## config.mk

```make
export PLATFORM = sky130hd
export DESIGN_NAME = gbs_ctrl
export DESIGN_NICKNAME = d
export VERILOG_FILES = /design/src/sv/gbs_pkg.sv /design/src/sv/gbs_ctrl.sv
export SDC_FILE = /design/constraint.sdc
export NUM_CORES = 1
export LEC_CHECK = 0
export BUFFER_PORTS_ARGS = -buffer_cell sky130_fd_sc_hd__buf_2
export CORE_UTILIZATION = 41
export DETAILED_ROUTE_END_ITERATION = 8
export PLACE_DENSITY = 0.79
export SLEW_MARGIN = 5
export SYNTH_ARGS = -nofsm -noshare
export SYNTH_HDL_FRONTEND = slang
export SYNTH_SLANG_ARGS = --single-unit
export TNS_END_PERCENT = 10
```

## constraint.sdc

```tcl
create_clock -name clk_i -period 1.4 [get_ports clk_i]
set_input_delay 0.07 -clock clk_i [delete_from_list [all_inputs] [get_ports clk_i]]
set_output_delay 0.07 -clock clk_i [all_outputs]
set_load 0.05 [all_outputs]
```

## src/sv/gbs_pkg.sv

```systemverilog
`default_nettype none
package gbs_pkg;

  typedef enum logic [3:0] {
    ST_IDLE,
    ST_FIND,
    ST_SHIFT,
    ST_WRITE,
    ST_OUTER,
    ST_INNER_RD,
    ST_INNER_EV,
    ST_EMIT_RD,
    ST_EMIT,
    ST_EMPTY
  } gbs_state_e;

  // Commands from the controller to the datapath.
  typedef struct packed {
    logic       capture;     // latch the incoming word
    logic       scan_clr;    // reset scan pointer to zero
    logic       scan_inc;    // advance scan pointer
    logic       mem_rd;      // read store at scan pointer
    logic       shift_wr;    // move entry k-1 to k
    logic       shift_dec;   // step shift pointer down
    logic       shift_init;  // shift pointer = top slot
    logic       ins_wr;      // write new word at insert slot
    logic       ins_count;   // commit count/overflow after insert
    logic       outer_init;  // outer = 0
    logic       outer_inc;   // outer++
    logic       outer_rd;    // read store at outer pointer
    logic       outer_hold;  // latch outer entry
    logic       inner_init;  // inner = outer+1
    logic       inner_inc;   // inner++
    logic       inner_rd;    // read store at inner pointer
    logic       eval;        // apply overlap result to marks
    logic       emit_rd;     // read store at emit pointer
    logic       emit;        // present one result
    logic       emit_inc;    // advance emit pointer
    logic       empty_out;   // empty set result
    logic       clear_run;   // drop count, marks and overflow
  } gbs_cmd_t;

  // Status from the datapath to the controller.
  typedef struct packed {
    logic find_done;    // scan reached insert slot
    logic drop_new;     // full store and new word falls off the end
    logic shift_done;   // shift pointer at insert slot
    logic count_zero;   // store empty
    logic outer_done;   // outer pointer past count
    logic outer_marked; // outer entry suppressed
    logic inner_done;   // inner pointer past count
    logic emit_done;    // emit pointer past count
    logic emit_marked;  // entry at emit pointer suppressed
    logic emit_last;    // no kept entry after emit pointer
  } gbs_stat_t;

endpackage
`default_nettype wire

```

## src/sv/gbs_ctrl.sv

```systemverilog
`default_nettype none
module gbs_ctrl (
  input  wire logic               clk_i,
  input  wire logic               rst_ni,
  input  wire logic               start,
  input  wire logic               box_present_i,
  input  wire logic               set_end_i,
  input  wire gbs_pkg::gbs_stat_t stat_i,
  output gbs_pkg::gbs_cmd_t       cmd_o,
  output logic                    busy
);
  import gbs_pkg::*;

  gbs_state_e state_q, state_d;
  logic       end_q, end_d;

  // Hold state and the end marker of the current word.
  always_ff @(posedge clk_i or negedge rst_ni) begin
    if (!rst_ni) begin
      state_q <= ST_IDLE;
      end_q   <= 1'b0;
    end else begin
      state_q <= state_d;
      end_q   <= end_d;
    end
  end

  // Next state.
  always_comb begin
    state_d = state_q;
    end_d   = end_q;
    unique case (state_q)
      ST_IDLE: begin
        if (start) begin
          end_d = set_end_i;
          if (box_present_i) state_d = ST_FIND;
          else if (set_end_i) state_d = ST_OUTER;
        end
      end
      ST_FIND: begin
        if (stat_i.find_done) begin
          if (stat_i.drop_new) state_d = end_q ? ST_OUTER : ST_IDLE;
          else state_d = ST_SHIFT;
        end
      end
      ST_SHIFT: if (stat_i.shift_done) state_d = ST_WRITE;
      ST_WRITE: state_d = end_q ? ST_OUTER : ST_IDLE;
      ST_OUTER: begin
        if (stat_i.count_zero) state_d = ST_EMPTY;
        else if (stat_i.outer_done) state_d = ST_EMIT_RD;
        else state_d = ST_INNER_RD;
      end
      ST_INNER_RD: begin
        if (stat_i.outer_marked || stat_i.inner_done) state_d = ST_OUTER;
        else state_d = ST_INNER_EV;
      end
      ST_INNER_EV: state_d = ST_INNER_RD;
      ST_EMIT_RD: begin
        if (stat_i.emit_done) state_d = ST_IDLE;
        else state_d = ST_EMIT;
      end
      ST_EMIT:  state_d = ST_EMIT_RD;
      ST_EMPTY: state_d = ST_IDLE;
      default:  state_d = ST_IDLE;
    endcase
  end

  // Commands.
  always_comb begin
    cmd_o = '0;
    unique case (state_q)
      ST_IDLE: begin
        if (start) begin
          cmd_o.capture  = 1'b1;
          cmd_o.scan_clr = 1'b1;
          cmd_o.mem_rd   = 1'b1;
          cmd_o.outer_init = 1'b1;
        end
      end
      ST_FIND: begin
        if (!stat_i.find_done) begin
          cmd_o.scan_inc = 1'b1;
          cmd_o.mem_rd   = 1'b1;
        end else if (stat_i.drop_new) begin
          cmd_o.ins_count = 1'b1;
        end else begin
          cmd_o.shift_init = 1'b1;
        end
      end
      ST_SHIFT: begin
        if (!stat_i.shift_done) begin
          cmd_o.shift_wr  = 1'b1;
          cmd_o.shift_dec = 1'b1;
        end
      end
      ST_WRITE: begin
        cmd_o.ins_wr    = 1'b1;
        cmd_o.ins_count = 1'b1;
      end
      ST_OUTER: begin
        cmd_o.outer_rd   = 1'b1;
        cmd_o.inner_init = 1'b1;
      end
      ST_INNER_RD: begin
        if (stat_i.inner_done && !stat_i.outer_marked) begin
          cmd_o.outer_inc = 1'b1;
        end else if (stat_i.outer_marked) begin
          cmd_o.outer_inc = 1'b1;
        end else begin
          cmd_o.inner_rd = 1'b1;
        end
        cmd_o.outer_hold = 1'b1;
      end
      ST_INNER_EV: begin
        cmd_o.eval      = 1'b1;
        cmd_o.inner_inc = 1'b1;
        cmd_o.outer_rd  = 1'b1;
      end
      ST_EMIT_RD: begin
        if (stat_i.emit_done) cmd_o.clear_run = 1'b1;
        else cmd_o.emit_rd = 1'b1;
      end
      ST_EMIT: begin
        cmd_o.emit     = ~stat_i.emit_marked;
        cmd_o.emit_inc = 1'b1;
      end
      ST_EMPTY: begin
        cmd_o.empty_out = 1'b1;
        cmd_o.clear_run = 1'b1;
      end
      default: ;
    endcase
  end

  assign busy = (state_q != ST_IDLE);

endmodule
`default_nettype wire

```

* Yosys cells after proc, flatten, opt, wreduce, memory -nomap -nowiden
Cells that the tools add are included.
** Word-level totals
- Flip-flop bits (word level) :: 5
- Bits of input ports :: 15
- Output and inout bits :: 23
- Logic and storage cells :: 68
** Cells by class
- Eq/ne operators :: 13
- Multiplexer cells :: 44
- Bitwise gates (word level) :: 1
- Reductions and logical operators :: 8
** Operators by type and width (count)
- $pmux 4 s9 :: 1
- $mux 4 :: 7
- $mux 1 :: 23
- $eq 4x3->1 const B :: 4
- $mux 2 :: 8
- $eq 4x2->1 const B :: 2
- $eq 4x4->1 const B :: 2
- $mux 3 :: 2
- $ne 2x2->1 const B :: 3
- $pmux 1 s2 :: 3
- $eq 4x1->1 const B :: 1
- $logic_not 4->1 :: 1
- $reduce_and 4->1 :: 1
- $reduce_bool 4->1 :: 1
- $ne 3x3->1 const B :: 1
- $reduce_and 2->1 :: 1
- $reduce_or 2->1 :: 1
- $logic_and 1x1->1 :: 1
- $logic_not 1->1 :: 1
- $logic_or 1x1->1 :: 1
- $not 1->1 :: 1

* Logic depth before layout (Yosys ltp)
- Depth in word-level cells :: 4
- Gate-level depth with buffers :: 6
- Depth with buffers taken out :: 5

* Worst setup path after synthesis
No wires, ideal clock.
- Path type :: flip-flop to output port
- From :: reg state_q[2]
- To :: out cmd_o[17] (netlist name)
- Data arrival time :: 2352 ps
- Data required time :: 1330 ps
- Path slack :: -1022 ps
- Stages on the path, launching flop included :: 6
- Buffers on the path :: 2
- Cell sequence :: dfrtp_1 > buf_6 > nor2_1 > nand2_1 > nor3_1 > buf_4
** RTL lines
- from (decl) :: line gbs_ctrl.sv:14 : gbs_state_e state_q, state_d;
- from (signal assigned) :: line gbs_ctrl.sv:23 : state_q <= state_d;
- to (decl) :: line gbs_ctrl.sv:9 : output gbs_pkg::gbs_cmd_t cmd_o,

==> impl_results.rst <==
.. list-table::
   :header-rows: 1

   * - Metric
     - Value
   * - Worst-case hold slack
     - 90.3 ps
   * - Congestion Overflow GR
     - 0
   * - Final routed DRC violation total
     - 0
   * - Number of max-capacitance violations reported
     - 0
   * - Clock insertion delay at the later pin of the skew report
     - 280 ps
   * - Number of DRC violations after detailed-routing iteration 0
     - 62
   * - Number of port buffers
     - 36
   * - Most common cell after layout, fill and taps aside
     - buf_6
   * - Required time of the critical path
     - 1330 ps
   * - Result of the run
     - finished with violations
   * - Net switching power figure
     - around 1800 uW
   * - Tightest Pin Transition
     - just under 400 ps
   * - Number of diodes added for antenna fixing
     - 0
   * - Simple-gate portion of the synthesized area
     - 0.405
   * - Final max-slew violation count
     - 0
   * - Iteration count of the initial detailed-routing pass
     - 4
   * - Clock buffers created by TritonCTS
     - 3
   * - Synth Area in Compound Gates
     - 0.199
   * - Ratio of total power to cell area
     - 2480 mW/mm2
   * - Post-Synth Adder-Cell Area
     - 0
   * - Number of fill cells
     - 29
   * - Num ports
     - 38
   * - Syn Nets
     - 94
   * - Die Y
     - roughly 40 um
   * - Worst-case headroom to the max-slew limit
     - 0.738
   * - FF+latch count, synth
     - 5
   * - Antenna Nets Post-Route
     - 0
   * - Count of different cell masters after synthesis
     - 32
   * - Internal power of the cells
     - 1390 uW
   * - Total number of vias
     - 963
   * - Part of the power in combinational logic
     - 0.836
   * - Final Hold Fails
     - 0
   * - Clk network pwr share
     - 0.063
   * - Final period util
     - 1.24
   * - # H-tree levels
     - 1
   * - Drt wl/cell
     - between 20 and 30 um
   * - Clock tree from TritonCTS
     - built
   * - Power consumption
     - 3180 uW
   * - Setup TNS
     - -5080 ps
   * - Total global-route track usage
     - 0.334
   * - Cell Area, Synth
     - 603 um2
   * - Async SR Flop Fraction
     - 1.00
   * - Number of flops mapped to enable cells by yosys
     - 0
   * - P&R area growth vs syn
     - 113%
   * - Dominant combinational cell family by area after synthesis
     - simple AND/OR/NAND/NOR gates
   * - Final GP Congestion
     - between 0.8 and 0.9
   * - Share of the synthesized area in the top cell type
     - 0.207
   * - Placed cell count
     - 131
   * - Post-synthesis instance total
     - 79
   * - Maximum frequency from static timing analysis
     - 576 MHz
   * - Average instance area after synthesis
     - 7.63 um2
   * - Share of layout cells above drive strength 1
     - 0.729
   * - HP Class
     - input port to flop
   * - Leakage power of the design
     - 0.000579 uW
   * - Final WS setup
     - -335 ps
   * - DIE AREA
     - 0.00163 mm2
   * - Die X-Extent
     - approximately 40 um
   * - Number of warnings reported in the yosys synthesis log
     - 0
   * - Yosys top cell by area
     - dfrtp_1
   * - CTS clock-pin slew for the worst setup and hold paths
     - 60 ps
   * - Clk buf depth
     - 2
   * - Flop pwr share
     - 0.100
   * - Starting density of the core
     - 0.452
   * - Final cell count without fillers
     - 144
   * - Global-route wire length before repair
     - 3.48 mm
   * - Proportion of synthesized area in mux cells
     - 0.0249
   * - RSZ-0062 raised after global routing
     - yes
   * - Nature of the critical path startpoint
     - flop
   * - Net count of the finished layout
     - 145
   * - Area contributors post-synth
     - dfrtp_1 (21%), nor2_1 (6.8%), buf_4 (6.2%), a21oi_1 (5.8%), nor3_1 (4.1%)
   * - Clock root buffer master
     - clkbuf_4
   * - Post-Synth XOR/XNOR Area
     - 0
   * - Worst slack after detailed placement
     - 5.57 ps
   * - Site Rows
     - 13
   * - Data arrival time at the worst-slack endpoint
     - 1670 ps
   * - Prevailing post-synth register cell
     - dfrtp_1
   * - Fraction of power spent switching nets
     - 0.564
   * - Worst setup path class
     - flop to primary output
   * - CORE AREA
     - 0.00133 mm2
   * - Initial antenna violation count
     - 0
   * - Max FO, Critical Path
     - 5
   * - Detailed Place HPWL
     - 1.43 mm
   * - Top library cells by usage in the layout, fill and taps aside
     - buf_6 (23), buf_2 (13), buf_4 (12), nor2_1 (6)
   * - Final setup violation count
     - 27
   * - Shortest period the worst path allows
     - 1740 ps
   * - Share of synthesized area occupied by flip-flops and latches
     - 0.207
   * - Total clock sinks
     - 5
   * - Violations in the final reports
     - negative setup slack
   * - Pin count of the biggest net entering global routing
     - 15
   * - Routed via count divided by cell count
     - between 6 and 7
   * - Setup clock skew after layout
     - 13.1 ps
   * - Total length of routed wires
     - 3.84 mm
   * - Type of element capturing the critical path
     - primary output
   * - Via count of the first global-routing pass
     - 766
   * - Maximum vdd ir drop
     - 2.83 mV
-- sequential cells by signal, indices dropped and copies added (netlist names) --
register	cells
end_q	1
state_q	4
-- worst max-delay path, cell delays in order, from the launching register on --
cell and delay (ps):
dfrtp_2 450, buf_12 160, nor4_4 340, nand2_2 170
inv_4 120, buf_8 150
-- path summary, 6_finish.rpt --
check	slack, ps	start	depth (start not counted)	to
worst max-delay path	-340	state_q[2]	5	cmd_o[20]
worst min-delay path	90	set_end_i	2	end_q
worst max register to register	-300	state_q[2]	5	end_q
worst min register to register	610	end_q	1	end_q
max in group asynchronous	970	rst_ni	2	state_q[0]
min in group asynchronous	250	rst_ni	2	state_q[3]
-- cell families (layout without fill, tap and decap cells) --
family | Yosys count | count (layout)
compound gates | 16 | 16
buf+inv | 16 | 66
flops | 5 | 5
mux | 1 | 1
simple gates | 41 | 41
-- repair_timing --
action	4_1_cts	5_1_grt
buffers inserted	4	3
endpoints found under the setup margin	24	27
hold buffers	1	0
pin swaps	5	5
endpoints found under the hold margin	5	0
gates cloned	0	1
resized for setup	56	17
-- routing by layer --
| layer | share of wire | vias up | global-route usage |
|---|---|---|---|
| li1 | - | 376 | - |
| met1 | 0.34 | 464 | 0.394 |
| met2 | 0.47 | 91 | 0.552 |
| met3 | 0.12 | 32 | 0.0833 |
| met4 | 0.070 | 0 | 0.175 |
| met5 | 0 | - | 0 |
-- through the flow --
step / util / area, um2
after floorplan: - / 722
after global placement: 0.703 / 937
after detailed placement: 0.703 / 937
after CTS: 0.880 / 1170
after global routing: 0.962 / 1280
final: 0.962 / 1280
-- final cells by class --
type	instances	area, um2	share of cell area
inverters	6	28.8	0.0224
well taps	15	18.8	0.0146
multi-input cells	58	537	0.418
clock buffers	4	26.3	0.0205
repair buffers	56	544	0.424
flip-flops and latches	5	129	0.100
-- power by group through the flow --
stage / combinational [uW] / clock [uW] / sequential (uW)
6_report: 2660 / 202 / 319
3_5_place_dp: 1870 / 0 / 287
3_3_place_gp: 1820 / 0 / 285
2_1_floorplan: 1500 / 0 / 262
5_1_grt: 2730 / 211 / 318
4_1_cts: 2260 / 177 / 291
-- synth_stat cells (all sizes together), types with 2 or more instances --
cell type / count
nand4b: 2
a21oi: 7
nand2: 7
inv: 5
nor2: 11
or3: 3
nand2b: 2
buf: 10
o31ai: 2
nor3: 5
o21ai: 2
nor2b: 2
nor4: 5
dfrtp: 5
(Power assumes the default switching activity.)
